[config.mk]
export PLATFORM = sky130hd
export DESIGN_NAME = i2c_master_register_access
export DESIGN_NICKNAME = d
export VERILOG_FILES = /design/src/hdl/i2cm_pkg.sv /design/src/hdl/i2cm_seq.sv /design/src/hdl/i2cm_obuf.sv /design/src/hdl/i2c_master_register_access.sv
export SDC_FILE = /design/constraint.sdc
export NUM_CORES = 1
export LEC_CHECK = 0
export ABC_CLOCK_PERIOD_IN_PS = 15100
export BUFFER_PORTS_ARGS = -buffer_cell sky130_fd_sc_hd__buf_2
export CAP_MARGIN = 20
export CORE_MARGIN = 2
export CORE_UTILIZATION = 60
export DETAILED_ROUTE_END_ITERATION = 16
export PLACE_DENSITY_LB_ADDON = 0.3
export SLEW_MARGIN = 25
export SYNTH_ARGS = -nofsm -noshare
export SYNTH_HDL_FRONTEND = slang
export SYNTH_SLANG_ARGS = --single-unit
[constraint.sdc]
create_clock -name clk -period 15.1 [get_ports clk]
set_clock_uncertainty 0.15 [all_clocks]
set_input_delay 0.755 -clock clk [delete_from_list [all_inputs] [get_ports clk]]
set_output_delay 0.755 -clock clk [all_outputs]
set_load 0.1 [all_outputs]
[src/hdl/i2cm_pkg.sv]
// ----------------------------------------------------------------------------
// i2cm_pkg
// Shared types, codes and step scripts for the I2C register-access master.
// ----------------------------------------------------------------------------
package i2cm_pkg;

  // Request operation codes
  localparam logic [1:0] REQ_OP_TICK  = 2'd0;
  localparam logic [1:0] REQ_OP_READ  = 2'd1;
  localparam logic [1:0] REQ_OP_WRITE = 2'd2;

  // Configuration register indexes
  localparam logic CFG_TICKS_PER_UNIT = 1'b0;
  localparam logic CFG_CHANNEL_ENABLE = 1'b1;

  typedef struct packed {
    logic [1:0] operation;
    logic [2:0] channel;
    logic [7:0] device_address;
    logic [7:0] register_address;
    logic [7:0] write_data;
    logic       sda_sample;
  } req_t;

  typedef struct packed {
    logic       scl_level;
    logic       sda_drive_enable;
    logic       sda_level;
    logic       busy_res;
    logic       done_res;
    logic [7:0] read_data;
    logic [2:0] nack_flags;
    logic       rejected;
    logic [2:0] active_channel;
  } res_t;

  // Configuration as seen by the sequencer; enable bits beyond the
  // channel count read as zero.
  typedef struct packed {
    logic [9:0] ticks_per_unit;
    logic [7:0] channel_enable;
  } cfg_t;

  // Sequencer step operations
  typedef enum logic [3:0] {
    OP_D1, OP_D2, OP_SCL_HI, OP_SCL_LO, OP_SDA_HI, OP_SDA_LO,
    OP_SDA_BIT, OP_SDA_REL, OP_ACK, OP_SAMPLE, OP_LOOP, OP_END
  } op_t;

  typedef enum logic [2:0] {
    SCR_START, SCR_SEND, SCR_ACK, SCR_RECV, SCR_STOP
  } scr_t;

  localparam op_t START_SCRIPT [16] = '{
    OP_D1, OP_SDA_HI, OP_SCL_HI, OP_D1, OP_SDA_LO, OP_D2, OP_END, OP_END,
    OP_END, OP_END, OP_END, OP_END, OP_END, OP_END, OP_END, OP_END};
  localparam op_t SEND_SCRIPT [16] = '{
    OP_SCL_LO, OP_D1, OP_SDA_BIT, OP_D1, OP_SCL_HI, OP_D2, OP_SCL_LO, OP_LOOP,
    OP_D1, OP_END, OP_END, OP_END, OP_END, OP_END, OP_END, OP_END};
  localparam op_t ACK_SCRIPT [16] = '{
    OP_SDA_REL, OP_D1, OP_SCL_LO, OP_D1, OP_SCL_HI, OP_D1, OP_ACK, OP_D1,
    OP_SCL_LO, OP_D2, OP_END, OP_END, OP_END, OP_END, OP_END, OP_END};
  localparam op_t RECV_SCRIPT [16] = '{
    OP_D1, OP_SCL_LO, OP_D2, OP_SCL_HI, OP_D1, OP_SAMPLE, OP_D1, OP_LOOP,
    OP_SCL_LO, OP_D1, OP_END, OP_END, OP_END, OP_END, OP_END, OP_END};
  localparam op_t STOP_SCRIPT [16] = '{
    OP_SDA_LO, OP_D1, OP_SCL_HI, OP_D1, OP_SDA_HI, OP_D1, OP_END, OP_END,
    OP_END, OP_END, OP_END, OP_END, OP_END, OP_END, OP_END, OP_END};

  function automatic op_t script_op(input scr_t scr, input logic [3:0] idx);
    case (scr)
      SCR_START: return START_SCRIPT[idx];
      SCR_SEND:  return SEND_SCRIPT[idx];
      SCR_ACK:   return ACK_SCRIPT[idx];
      SCR_RECV:  return RECV_SCRIPT[idx];
      default:   return STOP_SCRIPT[idx];
    endcase
  endfunction

endpackage

[src/hdl/i2cm_seq.sv]
// ----------------------------------------------------------------------------
// i2cm_seq
// Bus sequencer: runs one script step per tick and handles new requests.
// ----------------------------------------------------------------------------
module i2cm_seq (
  input  logic            clk,
  input  logic            rst,
  input  logic            step_en,
  input  i2cm_pkg::req_t  req,
  input  i2cm_pkg::cfg_t  cfg,
  output i2cm_pkg::res_t  res
);
  import i2cm_pkg::*;

  typedef enum logic [3:0] {
    PH_IDLE, PH_START1, PH_DEV, PH_ACK0, PH_REG, PH_ACK1, PH_DATA, PH_ACK2W,
    PH_START2, PH_DEVR, PH_ACKR, PH_RECV, PH_STOP
  } phase_t;

  phase_t      phase, phase_next, nx;
  logic [3:0]  step, step_next;
  logic [2:0]  bit_idx, bit_idx_next;
  logic [9:0]  unit_cnt, unit_cnt_next;
  logic [1:0]  du_left, du_left_next;
  logic [7:0]  shift, shift_next;
  logic [7:0]  dev, dev_next;
  logic [7:0]  regad, regad_next;
  logic [7:0]  wdata, wdata_next;
  logic [2:0]  ch, ch_next;
  logic        is_read, is_read_next;
  logic        scl, scl_next;
  logic        drv, drv_next;
  logic        sda, sda_next;
  logic [2:0]  ack, ack_next;
  logic [7:0]  rx, rx_next;

  scr_t        scr;
  op_t         op;
  logic [9:0]  tpu;
  logic [10:0] uc;
  logic [2:0]  du;
  logic [2:0]  units;
  logic [1:0]  ack_k;
  logic        busy, adv, enter, is_req;
  logic        done_c, rej_c, start_c;

  function automatic phase_t phase_after(input phase_t ph, input logic rd);
    case (ph)
      PH_START1: return PH_DEV;
      PH_DEV:    return PH_ACK0;
      PH_ACK0:   return PH_REG;
      PH_REG:    return PH_ACK1;
      PH_ACK1:   return rd ? PH_START2 : PH_DATA;
      PH_DATA:   return PH_ACK2W;
      PH_ACK2W:  return PH_STOP;
      PH_START2: return PH_DEVR;
      PH_DEVR:   return PH_ACKR;
      PH_ACKR:   return PH_RECV;
      PH_RECV:   return PH_STOP;
      default:   return PH_IDLE;
    endcase
  endfunction

  always_comb begin
    case (phase)
      PH_START1, PH_START2:                 scr = SCR_START;
      PH_DEV, PH_REG, PH_DATA, PH_DEVR:     scr = SCR_SEND;
      PH_ACK0, PH_ACK1, PH_ACK2W, PH_ACKR:  scr = SCR_ACK;
      PH_RECV:                              scr = SCR_RECV;
      default:                              scr = SCR_STOP;
    endcase
    case (phase)
      PH_ACK0: ack_k = 2'd0;
      PH_ACK1: ack_k = 2'd1;
      default: ack_k = 2'd2;
    endcase
  end

  assign op     = script_op(scr, step);
  assign tpu    = (cfg.ticks_per_unit == '0) ? 10'd1 : cfg.ticks_per_unit;
  assign uc     = {1'b0, unit_cnt} + 11'd1;
  assign du     = {1'b0, du_left} + 3'd1;
  assign units  = (op == OP_D2) ? 3'd2 : 3'd1;
  assign busy   = (phase != PH_IDLE);
  assign is_req = (req.operation == REQ_OP_READ) || (req.operation == REQ_OP_WRITE);

  always_comb begin
    phase_next    = phase;
    step_next     = step;
    bit_idx_next  = bit_idx;
    unit_cnt_next = unit_cnt;
    du_left_next  = du_left;
    shift_next    = shift;
    dev_next      = dev;
    regad_next    = regad;
    wdata_next    = wdata;
    ch_next       = ch;
    is_read_next  = is_read;
    scl_next      = scl;
    drv_next      = drv;
    sda_next      = sda;
    ack_next      = ack;
    rx_next       = rx;
    nx            = PH_IDLE;
    adv           = 1'b0;
    enter         = 1'b0;
    done_c        = 1'b0;
    rej_c         = 1'b0;
    start_c       = 1'b0;

    if (busy) begin
      case (op)
        OP_D1, OP_D2: begin
          if (uc >= {1'b0, tpu}) begin
            unit_cnt_next = '0;
            if (du >= units) begin
              du_left_next = '0;
              adv          = 1'b1;
            end else begin
              du_left_next = du[1:0];
            end
          end else begin
            unit_cnt_next = uc[9:0];
          end
        end
        OP_SCL_HI: begin
          scl_next = 1'b1;
          adv      = 1'b1;
        end
        OP_SCL_LO: begin
          scl_next = 1'b0;
          adv      = 1'b1;
        end
        OP_SDA_HI: begin
          drv_next = 1'b1;
          sda_next = 1'b1;
          adv      = 1'b1;
        end
        OP_SDA_LO: begin
          drv_next = 1'b1;
          sda_next = 1'b0;
          adv      = 1'b1;
        end
        OP_SDA_BIT: begin
          drv_next = 1'b1;
          sda_next = shift[3'd7 - bit_idx];
          adv      = 1'b1;
        end
        OP_SDA_REL: begin
          drv_next = 1'b0;
          sda_next = 1'b0;
          adv      = 1'b1;
        end
        OP_ACK: begin
          drv_next = 1'b0;
          sda_next = 1'b0;
          if (req.sda_sample) ack_next[ack_k] = 1'b1;
          adv      = 1'b1;
        end
        OP_SAMPLE: begin
          drv_next   = 1'b0;
          sda_next   = 1'b0;
          shift_next = {shift[6:0], req.sda_sample};
          adv        = 1'b1;
        end
        OP_LOOP: begin
          if (bit_idx != 3'd7) begin
            bit_idx_next = bit_idx + 3'd1;
            step_next    = '0;
          end else begin
            adv = 1'b1;
          end
        end
        default: begin
          // end of script: move to the following phase
          if (phase == PH_RECV) rx_next = shift;
          nx     = phase_after(phase, is_read);
          enter  = 1'b1;
          done_c = (nx == PH_IDLE);
        end
      endcase
      if (adv) step_next = step + 4'd1;
    end

    if (is_req) begin
      if (busy || !cfg.channel_enable[req.channel]) begin
        rej_c = 1'b1;
      end else begin
        dev_next     = req.device_address;
        regad_next   = req.register_address;
        wdata_next   = req.write_data;
        ch_next      = req.channel;
        is_read_next = (req.operation == REQ_OP_READ);
        ack_next     = '0;
        nx           = PH_START1;
        enter        = 1'b1;
        start_c      = 1'b1;
      end
    end

    if (enter) begin
      phase_next    = nx;
      step_next     = '0;
      bit_idx_next  = '0;
      unit_cnt_next = '0;
      du_left_next  = '0;
      case (nx)
        PH_DEV:  shift_next = dev;
        PH_REG:  shift_next = regad;
        PH_DATA: shift_next = wdata;
        PH_DEVR: shift_next = dev | 8'h01;
        PH_RECV: shift_next = '0;
        default: ;
      endcase
    end
  end

  always_ff @(posedge clk) begin
    if (rst) begin
      phase    <= PH_IDLE;
      step     <= '0;
      bit_idx  <= '0;
      unit_cnt <= '0;
      du_left  <= '0;
      ch       <= '0;
      scl      <= 1'b1;
      drv      <= 1'b0;
      sda      <= 1'b0;
      ack      <= '0;
      rx       <= '0;
    end else if (step_en) begin
      phase    <= phase_next;
      step     <= step_next;
      bit_idx  <= bit_idx_next;
      unit_cnt <= unit_cnt_next;
      du_left  <= du_left_next;
      ch       <= ch_next;
      scl      <= scl_next;
      drv      <= drv_next;
      sda      <= sda_next;
      ack      <= ack_next;
      rx       <= rx_next;
    end
  end

  always_ff @(posedge clk) begin
    if (step_en) begin
      shift   <= shift_next;
      dev     <= dev_next;
      regad   <= regad_next;
      wdata   <= wdata_next;
      is_read <= is_read_next;
    end
  end

  always_comb begin
    res.scl_level        = scl_next;
    res.sda_drive_enable = drv_next;
    res.sda_level        = sda_next;
    res.busy_res         = (phase_next != PH_IDLE);
    res.done_res         = done_c;
    res.read_data        = rx_next;
    res.nack_flags       = ack_next;
    res.rejected         = rej_c;
    res.active_channel   = ch_next;
  end

`ifndef SYNTHESIS
  a_done_goes_idle: assert property (@(posedge clk) disable iff (rst)
    step_en && done_c |=> phase == PH_IDLE)
    else $error("transaction finished but sequencer not idle");

  a_start_enters: assert property (@(posedge clk) disable iff (rst)
    step_en && start_c |=> phase == PH_START1 && ack == 3'd0)
    else $error("accepted request did not start a transaction");

  a_busy_rejects: assert property (@(posedge clk) disable iff (rst)
    step_en && busy && is_req |-> rej_c && !start_c)
    else $error("request while busy was not refused");

  a_released_low: assert property (@(posedge clk) disable iff (rst)
    !drv |-> !sda)
    else $error("SDA level set while line released");
`endif

endmodule

[src/hdl/i2cm_obuf.sv]
// ----------------------------------------------------------------------------
// i2cm_obuf
// Two-entry result buffer; lets the sequencer run while the receiver stalls.
// ----------------------------------------------------------------------------
module i2cm_obuf (
  input  logic            clk,
  input  logic            rst,
  input  logic            push,
  input  i2cm_pkg::res_t  din,
  output logic            room,
  output logic            res_valid,
  input  logic            res_stall,
  output i2cm_pkg::res_t  res
);
  import i2cm_pkg::*;

  res_t       e0, e1;
  logic [1:0] cnt;
  logic       pop;

  assign res_valid = (cnt != 2'd0);
  assign pop       = res_valid && !res_stall;
  assign room      = (cnt != 2'd2) || pop;
  assign res       = e0;

  always_ff @(posedge clk) begin
    if (rst) begin
      cnt <= 2'd0;
    end else begin
      case ({push, pop})
        2'b10:   cnt <= cnt + 2'd1;
        2'b01:   cnt <= cnt - 2'd1;
        default: ;
      endcase
    end
  end

  always_ff @(posedge clk) begin
    case (cnt)
      2'd0: begin
        if (push) e0 <= din;
      end
      2'd1: begin
        if (push && pop) e0 <= din;
        else if (push) e1 <= din;
      end
      default: begin
        if (pop) begin
          e0 <= e1;
          if (push) e1 <= din;
        end
      end
    endcase
  end

`ifndef SYNTHESIS
  a_cnt_range: assert property (@(posedge clk) disable iff (rst)
    cnt != 2'd3)
    else $error("result buffer count out of range");

  a_no_overflow: assert property (@(posedge clk) disable iff (rst)
    push |-> room)
    else $error("result pushed into full buffer");
`endif

endmodule

[src/hdl/i2c_master_register_access.sv]
// ----------------------------------------------------------------------------
// i2c_master_register_access
// I2C master for single-register read and write transactions.
// ----------------------------------------------------------------------------
// Usage:
//   Every request on the req channel is one bus timing tick. Its operation
//   field either only advances time, or asks to begin a register read or
//   write on a channel. A tick drives one sequencer step (line change,
//   sample, or one tick of a delay unit of ticks_per_unit ticks).
//   Every request yields exactly one result on the res channel carrying the
//   line levels, busy/done, the last read byte, NACK flags and a refusal bit.
//   Each request passes the input register, then the sequencer into the
//   result buffer. Throughput: one request per cycle while res does not
//   stall; the sequencer state updates in a single pass and results wait
//   in the two-entry result buffer. When res is stalled the buffer fills
//   and req_stall rises; nothing is dropped. Reset leaves SCL high, SDA
//   released, the block idle, all channels disabled, ticks_per_unit at 1.
//   Configuration writes go through cfg_write/cfg_index/cfg_data; the user
//   issues them only while no transaction runs; the block has no check.
// ----------------------------------------------------------------------------
module i2c_master_register_access #(
  parameter int CHANNELS = 8
) (
  input  logic            clk,
  input  logic            rst,
  input  logic            req_valid,
  output logic            req_stall,
  input  i2cm_pkg::req_t  req,
  output logic            res_valid,
  input  logic            res_stall,
  output i2cm_pkg::res_t  res,
  input  logic            cfg_write,
  input  logic            cfg_index,
  input  logic [9:0]      cfg_data
);
  import i2cm_pkg::*;

  // configuration registers
  logic [9:0]          ticks_per_unit;
  logic [CHANNELS-1:0] channel_enable;
  cfg_t                cfg;

  // input register
  req_t req_q;
  logic req_q_valid;
  logic advance;
  logic room;
  res_t seq_res;

  always_ff @(posedge clk) begin
    if (rst) begin
      ticks_per_unit <= 10'd1;
      channel_enable <= '0;
    end else if (cfg_write) begin
      case (cfg_index)
        CFG_TICKS_PER_UNIT: ticks_per_unit <= cfg_data;
        CFG_CHANNEL_ENABLE: channel_enable <= cfg_data[CHANNELS-1:0];
        default: ;
      endcase
    end
  end

  // Enable bits above the channel count stay zero, so channels that do
  // not exist are refused the same way as disabled ones.
  assign cfg.ticks_per_unit = ticks_per_unit;
  assign cfg.channel_enable = 8'(channel_enable);

  // the held request moves on whenever the result buffer can take its result
  assign advance   = req_q_valid && room;
  assign req_stall = req_q_valid && !room;

  always_ff @(posedge clk) begin
    if (rst) begin
      req_q_valid <= 1'b0;
    end else if (req_valid && !req_stall) begin
      req_q_valid <= 1'b1;
    end else if (advance) begin
      req_q_valid <= 1'b0;
    end
  end

  always_ff @(posedge clk) begin
    if (req_valid && !req_stall) req_q <= req;
  end

  i2cm_seq u_seq (
    .clk     (clk),
    .rst     (rst),
    .step_en (advance),
    .req     (req_q),
    .cfg     (cfg),
    .res     (seq_res)
  );

  i2cm_obuf u_obuf (
    .clk       (clk),
    .rst       (rst),
    .push      (advance),
    .din       (seq_res),
    .room      (room),
    .res_valid (res_valid),
    .res_stall (res_stall),
    .res       (res)
  );

endmodule

# Yosys cells after proc, flatten, opt, wreduce, memory -nomap -nowiden
# Memories as Yosys holds them, arrays and structs flattened. A register that Yosys moved wholly into a read port is not among the register bits.
# Index checks and enable logic that the tools add are counted.
# op_classes
add_sub_neg	7
magnitude_cmp	7
n_eq_ne	39
mux	93
bitwise_logic	5
reduce_logical	48
# ops
cell	count
20-bit 2-to-1 mux	6
4-bit 2-to-1 mux	25
20-bit case mux with 2 select lines	2
10-bit 2-to-1 mux	5
8-bit 2-to-1 mux	6
4-bit by 3-bit == test with 1-bit output, second input constant	10
4-bit case mux with 10 select lines	1
8-bit case mux with 5 select lines	1
4-bit == test, second input constant	9
3-bit 2-to-1 mux	11
4-bit by 2-bit == test with 1-bit output, second input constant	5
1-bit 2-to-1 mux	20
2-bit nonzero test	9
4-bit case mux with 4 select lines	1
2-bit 2-to-1 mux	6
3-bit AND reduction	4
4-bit AND reduction	3
10-bit by 1-bit adder with 11-bit output, second input constant	1
11-bit by 10-bit greater-or-equal comparator with 1-bit output	1
11-bit OR reduction	1
10-bit logical NOT	1
3-bit nonzero test	3
4-bit by 1-bit == test with 1-bit output, second input constant	2
4-bit logical NOT	2
other kinds (37)	64
# word_totals
register_bits	164
mem_bits_ro	368
input_bits	46
wordCells	249
memories	6
# memory_table
memory	depth	width	read_ports	rd_ports_with_merged_regs	wr	line_no	source
(no name shown)	16	4	1	0	0	i2cm_pkg.sv:72	SCR_START: return START_SCRIPT[idx];
(no name shown)	16	4	1	0	0	i2cm_pkg.sv:73	SCR_SEND: return SEND_SCRIPT[idx];
(no name shown)	16	4	1	0	0	i2cm_pkg.sv:74	SCR_ACK: return ACK_SCRIPT[idx];
(no name shown)	16	4	1	0	0	i2cm_pkg.sv:75	SCR_RECV: return RECV_SCRIPT[idx];
(no name shown)	16	4	1	0	0	i2cm_pkg.sv:76	default: return STOP_SCRIPT[idx];
(no name shown)	16	3	1	1	0	i2cm_seq.sv:65	case (phase)

# Logic depth before layout (Yosys ltp)
# Gate-level depths: netlist of the first run.
# depth
word_depth	18
mapped_depth	16
ltp_nobuf	16

# By module
# From an unflattened synthesis of the first run, not the netlist that was laid out.
# unflattened
hier_cells	698
area_unflattened_um2	8142.8
# by_module_without_submodules
mod	n_inst	cells_per_inst	area_per_inst_um2	seq_area_each_um2
i2cm_seq	1	501	4680.7	1851.8
i2c_master_register_access	1	108	1746.7	1281.2
i2cm_obuf	1	89	1715.4	1241.2

# Worst setup path before layout of the first run
# No wires, ideal clock.
# synth_timing
path_type	in2reg
start	input res_stall
end	register u_obuf.e1[0] (netlist name), enable pin
setup_ns	0.507
arrival_ns	5.035
slack_ns	9.408
path_stages	5
path_buffers	0
path_cell_list	o21ai_0 nand2_1 clkinv_1 ha_1 a2111oi_0
# synth_between
elab_chain_cells	7
# synth_rtl
item	line_no	source
from (decl)	i2c_master_register_access.sv:30	input logic res_stall,
1-bit logical NOT	i2cm_obuf.sv:22	assign pop = res_valid && !res_stall;
1-bit logical AND	i2cm_obuf.sv:22	
1-bit logical OR	i2cm_obuf.sv:23	assign room = (cnt != 2'd2) || pop;
1-bit logical AND	i2c_master_register_access.sv:69	assign advance = req_q_valid && room;
via advance	i2c_master_register_access.sv:46	logic advance;
1-bit logical AND	i2cm_obuf.sv:44	if (push && pop) e0 <= din;
2-bit != test (no line)	--	
3-bit AND reduction (no line)	--	
to (signal assigned)	i2cm_obuf.sv:45	else if (push) e1 <= din;
to (signal assigned)	i2cm_obuf.sv:50	if (push) e1 <= din;
to (decl)	i2cm_obuf.sv:17	res_t e0, e1;
# The timed path passes the listed nets, and every way through them passes these cells.
# A chain may end at the register's enable or synchronous reset.

# Final worst setup path of the first run
# layout_timing
start	register u_seq.step[0]
end	register u_seq.step[1]
# layout_between
elab_chain_cells	15
# layout_rtl
item	line_no	source
from (decl)	i2cm_seq.sv:21	logic [3:0] step, step_next;
from (signal assigned)	i2cm_seq.sv:233	step <= step_next;
4-bit inverter with 5-bit output (implied by the code)	--	
memory 16 x 4 bit, on equally long branches	--	
4-bit 2-to-1 mux, on equally long branches (2 in a row)	--	
4-bit case mux with 4 select lines	i2cm_pkg.sv:71	case (scr)
4-bit by 1-bit == test with 1-bit output	i2cm_seq.sv:83, i2cm_seq.sv:112	
2-bit 2-to-1 mux	i2cm_seq.sv:83	assign units = (op == OP_D2) ? 3'd2 : 3'd1;
3-bit greater-or-equal comparator	i2cm_seq.sv:116	if (du >= units) begin
1-bit 2-to-1 mux	i2cm_seq.sv:116	
1-bit 2-to-1 mux	i2cm_seq.sv:114	if (uc >= {1'b0, tpu}) begin
1-bit case mux with 3 select lines	i2cm_seq.sv:112	case (op)
1-bit 2-to-1 mux	i2cm_seq.sv:111	if (busy) begin
4-bit 2-to-1 mux	i2cm_seq.sv:182	if (adv) step_next = step + 4'd1;
4-bit 2-to-1 mux	i2cm_seq.sv:111	
4-bit 2-to-1 mux	i2cm_seq.sv:201	if (enter) begin
# Several ways; a longest one is shown, not always the timed one. The select of a mux whose other input is x is not followed.

==> flow_summary.toml, run 1 <==
[setup_path]
worstPathMaxFanout = 9
endpoint = "u_seq.step[1]"
end_kind = "flip-flop"
cpMostUsedCell = "a31o_2"
crit_type = "reg -> reg"
rr_startpoint = "u_seq.step[0]"
rr_worst_depth = 15
slowest_stage = "fa_1"
r2r-end = "u_seq.step[1]"
worstPathCellList = "inv_1 > ha_1 > a21o_1 > o2111ai_1 > a21oi_1 > nor3_2 > nand2b_1 > or3_1 > fa_1 > a31o_2 > nand2_1 > a31o_2 > a21oi_2 > mux2i_1 > nor2_1"
ff2ff_setup_slack_ps = 10760
crit_start = "u_seq.step[0]"
startpoint_type = "flip-flop"
critical_path_required_ps = 15280
worstPathArrival_ps = 4520
cpPeakStageDelay_ps = 560

[final_layout]
fillers = 911
multi_input_area_sq_um = 3240
finalInstanceArea_sq_um = 8910
final_nets = 830
area_growth_pct = 13.1
diodes = 0
fin_util_pct = 70.0
drive_gt1_share_pct = 20.6
regArea_sq_um = 4370

[sta]
relSlewSlack_pct = 34.2
rsz0062_at_grt = "false"
fmax_mhz = 231
setup_viol = 0
timing.final.crit_period_ps = 4340
worst_pin_slew_ps = 988
final.setup.tns_ps = 0
maxSlewViolCount = 0
hold_viol = 0
hold_slack_ps = 268
period_share_pct = 28.7

[power_and_ir_drop]
p_leak_nw = 3.31
pwr-share-seq_pct = 40.2
clockPowerShare_pct = 30.6
switching_power_uw = 539
power.density_nw_per_um2 = 159
total_power_mw = 1.42
pwr-share-comb_pct = 29.2
irDropWorstVdd_mv = 0.0972
swShare_pct = 38.0
internal-power_uw = 879

[detailed_routing]
vias = 5570
drt-wirelength-per-cell_microns = 16.7
totalWireLength_microns = 15700
drc_errors = 0
viasPerCell = 5.93
dr.pass1.iters = 5
drtIter0Drc = 414
ant_nets = 0

[clock_network]
cts.sinks = 167
numCtsBuffers = 17
postCtsSetupRepairBufs = 0
cts_tree = "built"
clk_latency_ps = 440
ctsHoldBuffers = 0
cts-root-buf = "clkbuf_16"
cts_max_level = 4
post_cts_resized = 0
cts_buffer_depth = 2
clk_pin_slew_ps = 70

[global_route]
grt_usage_pct = 23.4
grt_max_degree = 59
first_global_vias = 5424
overflow = 0
grt_pass1_wl_microns = 26100
antenna_found_initial = 0

[yosys]
yosys_warnings = 0
synthCells = 699
synth_nets = 774
ys.flop_type = "edfxtp_1"
synth_edf_count = 103
syn_avg_cell_area_sq_um = 11.3
ys_ff_latch = 167
yosys.cell_types.count = 74
synth.top_cells.by_count = "edfxtp_1 (103), nand2_1 (88), dfxtp_1 (64)"
synth_area_sq_um = 7880
yosysSeqAreaShare_pct = 55.5
synth_largest_area_cell = "edfxtp_1"
synth_top_area_share_pct = 39.3
yosysMostFrequentCell = "edfxtp_1"
async_flop_share_pct = 0
ys_top_cells_by_area = "edfxtp_1 (39%), dfxtp_1 (16%), ha_1 (4.4%)"

[floorplanning]
ios = 68
die_w_microns = 119
die-area_sq_um = 14100
start_util_pct = 61.9
core_sq_um = 12700
num_rows = 41
dieHeight_microns = 119

[place]
dpl-instance-area_sq_um = 8300
io_buffers = 67
hpwl_microns = 10900
gp_congestion = 0.853

[worst_hold_path]
whs_path_depth = 0
hp-class = "reg -> reg"

[outcome]
status = "finished clean"

[run]
cap_violations = 0
[power by group through the flow]
stage / clock network [mW] / registers, mW / logic [mW]
final: 0.434 / 0.570 / 0.414
after global routing: 0.459 / 0.574 / 0.437
after CTS: 0.438 / 0.571 / 0.412
after global placement: 0 / 0.579 / 0.404
after floorplan: 0 / 0.784 / 0.142
after detailed placement: 0 / 0.580 / 0.411
[worst min-delay path by stage]
stage          startpoint        endpoint  slack, ps
2_1_floorplan   req_q[17]    u_seq.dev[0]        250
3_5_place_dp    req_q[16]  u_seq.regad[7]        250
3_3_place_gp    req_q[12]  u_seq.regad[3]        250
4_1_cts         req_q[16]  u_seq.regad[7]        270
5_1_grt          req_q[7]  u_seq.wdata[6]        280
6_report        req_q[16]  u_seq.regad[7]        270
[area by class of cell]
| type | instances | area share, % |
|---|---|---|
| inverters | 30 | 1.26 |
| multi-input cells | 468 | 36.4 |
| well taps | 172 | 2.42 |
| flip-flops and latches | 167 | 49.1 |
| clock buffers | 17 | 4.78 |
| clock inverters | 14 | 1.92 |
| repair buffers | 71 | 4.13 |
[worst max-delay path, delay by kind of cell, from the launching register on]
kind                     cells  cell delay [ps]
multiplexers                 1              230
AO/OA/AOI/OAI                6             1180
flip-flops                   1              520
buffers and inverters        1              150
adder cells (fa/ha/maj)      2              830
AND/OR/NAND/NOR              5             1170
[flip-flops by register name, summed over array words and instances, names as in the netlist, 8 cells and up]
signal	cells
u_obuf.e1	20
ticks_per_unit	10
u_seq.dev	8
req_q	30
u_seq.wdata	8
u_seq.shift	8
u_seq.regad	8
u_seq.unit_cnt	10
u_obuf.res	20
channel_enable	8
u_seq.rx	8
[stage by stage]
step / setup WS [ps] / cells
2_1_floorplan: 9410 / 699
3_3_place_gp: 10970 / 908
3_5_place_dp: 10810 / 908
4_1_cts: 10780 / 939
5_1_grt: 10490 / 939
6_report: 10760 / 939
[metal layers]
layer,vias up,GRT usage (%),wire length (microns)
met5,-,0,0
met4,0,9.60,274
met3,25,5.16,931
met2,197,38.1,7630
met1,2672,30.3,6840
li1,2676,-,-
[cells by family after synthesis]
family | count (synthesis) | share of synthesized area [%]
AOI/OAI and AO/OA | 147 | 13.3
xor gates and xnor gates | 9 | 1.00
adders and majority gates | 29 | 4.70
and+or+nand+nor | 230 | 14.1
DFF | 167 | 55.5
muxes | 53 | 7.82
buffers and inverters | 64 | 3.57
[placed cells by master, fill, tap and decap left out, drive strengths merged, types with 9 or more instances in the layout]
cell type  netlist  layout
a21o            13      13
a21oi           50      50
a22oi            9       9
buf             13      71
clkbuf          21      17
dfxtp           64      64
edfxtp         103     103
ha              28      28
inv             29      33
mux2            25      25
mux2i           24      24
nand2           89      89
nand2b          12      12
nand3           15      15
nor2            57      57
nor3            15      15
o21ai           10      10
o22ai            9       9
No activity file was read; power rests on OpenSTA's default activity.
==> run 2, diff against run 1 <==
--- a/config.mk
+++ b/config.mk
@@ -5,7 +5,8 @@
 export SDC_FILE = /design/constraint.sdc
 export NUM_CORES = 1
 export LEC_CHECK = 0
-export ABC_CLOCK_PERIOD_IN_PS = 15100
+export ABC_AREA = 1
+export ABC_CLOCK_PERIOD_IN_PS = 4500
 export BUFFER_PORTS_ARGS = -buffer_cell sky130_fd_sc_hd__buf_2
 export CAP_MARGIN = 20
 export CORE_MARGIN = 2
==> constraint.sdc (replaced) <==
create_clock -name clk -period 4.5 [get_ports clk]
set_clock_uncertainty 0.15 [all_clocks]
set_input_delay 0.225 -clock clk [delete_from_list [all_inputs] [get_ports clk]]
set_output_delay 0.225 -clock clk [all_outputs]
set_load 0.1 [all_outputs]
==> run 2 against run 1 <==
  * Final area grew 7.2%
  * Critical path depth grew 1
  * Via count grew 17%
  * Critical endpoint is now u_seq.du_left[0]
  * Highest routed layer unchanged
  * Total power grew to 3.8 times the previous value
==> flow_summary.toml, run 2 <==
[global_route]
overflow = 0
first_global_vias = 6206
grt_max_degree = 33
grt_usage_pct = 25.8
grt_pass1_wl_microns = 29100
antenna_found_initial = 0

[clock_network]
cts.sinks = 167
cts_tree = "built"
clk_latency_ps = 440
numCtsBuffers = 17
cts_max_level = 4
post_cts_resized = 0
cts-root-buf = "clkbuf_16"
clk_pin_slew_ps = 60
cts_buffer_depth = 2

[yosys]
ys.flop_type = "edfxtp_1"
synth_top_family_by_area = "simple AND/OR/NAND/NOR gates"
yosys.area_share.simple_pct = 21.7
yosysSeqAreaShare_pct = 54.4
async_flop_share_pct = 0
synthMuxAreaShare_pct = 0
synth_top_area_share_pct = 38.5
yosysMostFrequentCell = "nand2_1"
yosys_warnings = 0
syn_avg_cell_area_sq_um = 8.72
synth.top_cells.by_count = "nand2_1 (216), inv_1 (125), edfxtp_1 (103)"
ys_ff_latch = 167
synth_largest_area_cell = "edfxtp_1"
synth_area_sq_um = 8040
ys_top_cells_by_area = "edfxtp_1 (38%), dfxtp_1 (16%), nand2_1 (10%)"
synth_edf_count = 103
synth_xor_area_share_pct = 1.09
synth_compound_area_share_pct = 10.9
yosys.cell_types.count = 39
synthCells = 922
synth_fa_ha_area_share_pct = 4.61
synth_nets = 997

[final_layout]
area_growth_pct = 18.8
drive_gt1_share_pct = 13.5
largest_register_ffs = 30
final_common_cell = "nand2_1"
final_cell_mix = "nand2_1 (216), inv_1 (125), edfxtp_1 (103)"
top_register = "req_q"
diodes = 0
final_nets = 1111

[power_and_ir_drop]
pwr-share-comb_pct = 36.4
p_leak_nw = 4.29
total_power_mw = 5.46
clockPowerShare_pct = 26.3
irDropWorstVdd_mv = 0.374
power.density_nw_per_um2 = 571
internal-power_mw = 3.17
swShare_pct = 41.8
switching_power_mw = 2.28
pwr-share-seq_pct = 37.2

[floorplanning]
die_w_microns = 120
ios = 68
start_util_pct = 61.0
core_sq_um = 13200
die-area_sq_um = 14300
dieHeight_microns = 120
num_rows = 42

[detailed_routing]
dr.pass1.iters = 5
vias = 6536
drt-wirelength-per-cell_microns = 14.5
totalWireLength_microns = 17800
drtIter0Drc = 601
drc_errors = 0
ant_nets = 0
viasPerCell = 5.34

[setup_path]
worstPathCellList = "ha_1 > nand2_1 > nor3_1 > nand2_1 > nor2_1 > xor2_1 > inv_1 > ha_1 > nand2_1 > inv_1 > a221oi_1 > nand3_1 > nor2_1 > nor2_1 > a21oi_1 > nor2_1"
worstPathArrival_ps = 3860
ff2ff_setup_slack_ps = 810
cp.depth = 16
slowest_stage = "nor2_1"
worstPathMaxFanout = 11
worst-path-buf-inv = 2
rr_worst_depth = 16
critical_path_required_ps = 4670
cpMostUsedCell = "nor2_1"
cpPeakStageDelay_ps = 640
startpoint_type = "flip-flop"
end_kind = "flip-flop"
critical_path.top_delay_family = "simple AND/OR/NAND/NOR gates"
crit_type = "reg -> reg"

[outcome]
status = "finished clean"

[run]
cap_violations = 0

[sta]
worst_pin_slew_ps = 973
timing.final.crit_period_ps = 3690
relSlewSlack_pct = 35.1
setup_viol = 0
period_share_pct = 82.0
hold_viol = 0
maxSlewViolCount = 0
rsz0062_at_grt = "false"
fmax_mhz = 271
final.setup.tns_ps = 0

[place]
hpwl_microns = 10900
io_buffers = 67
gp_congestion = 0.837

[worst_hold_path]
whs_path_depth = 2
hp-class = "in -> reg"
run 2: changes by cell type after synthesis, sizes merged, moves of 24 or more:
cell and change:
nand2 +145, inv +101, o21ai +64, nand3 +40, nor2 +37, mux2 -25, mux2i -24
run 2: stage by stage:
stage	hold WS, ps	std cells	cell area [sq um]	util (%)	setup slack, ps
after floorplan	174	922	8040	-	822
after detailed placement	253	1150	8550	64.8	906
after global routing	219	1224	9550	72.4	477
after global placement	251	1150	8550	64.8	1160
final	188	1224	9550	72.4	811
after CTS	138	1224	9550	72.4	864
run 2: cells by family after synthesis:
kind of cell,Yosys count
flip-flops,167
AND/OR/NAND/NOR,408
buffers and inverters,150
XOR/XNOR,10
AO/OA/AOI/OAI,158
adder cells (fa/ha/maj),29
run 2: cell type report:
cell class	count	area (sq um)
Multi-Input combinational cell	605	3090
Clock inverter	13	146
Timing Repair Buffer	115	803
Sequential cell	167	4370
Fill cell	948	3640
Tap cell	176	220
Inverter	130	488
Clock buffer	18	429
run 2: power groups by stage:
stage          sequential, mW  combinational (mW)  clock, mW
3_5_place_dp             2.06                1.94          0
4_1_cts                  2.03                1.98       1.43
6_report                 2.03                1.99       1.44
3_3_place_gp             2.05                1.91          0
2_1_floorplan            2.73               0.920          0
5_1_grt                  2.05                2.16       1.51
run 2: timing repair:
| action | in CTS | in global routing |
|---|---|---|
| hold buffers | 43 | 0 |
| endpoints found under the hold margin | 49 | 0 |
| buffers inserted | 0 | 0 |
run 2: per-layer routing:
layer / vias up / routed length [microns] / track usage [%]
met4: 0 / 368 / 9.41
met2: 228 / 8780 / 43.4
met5: - / 0 / 0
li1: 3263 / - / -
met1: 3011 / 7440 / 33.2
met3: 34 / 1210 / 5.42
run 2: worst paths after layout:
path | from | to
hold reg to reg | req_q[10] | u_seq.regad[1]
hold / removal | rst | u_seq.unit_cnt[2]
setup reg to reg | u_seq.unit_cnt[0] | u_seq.du_left[0]
setup / recovery | u_seq.unit_cnt[0] | u_seq.du_left[0]
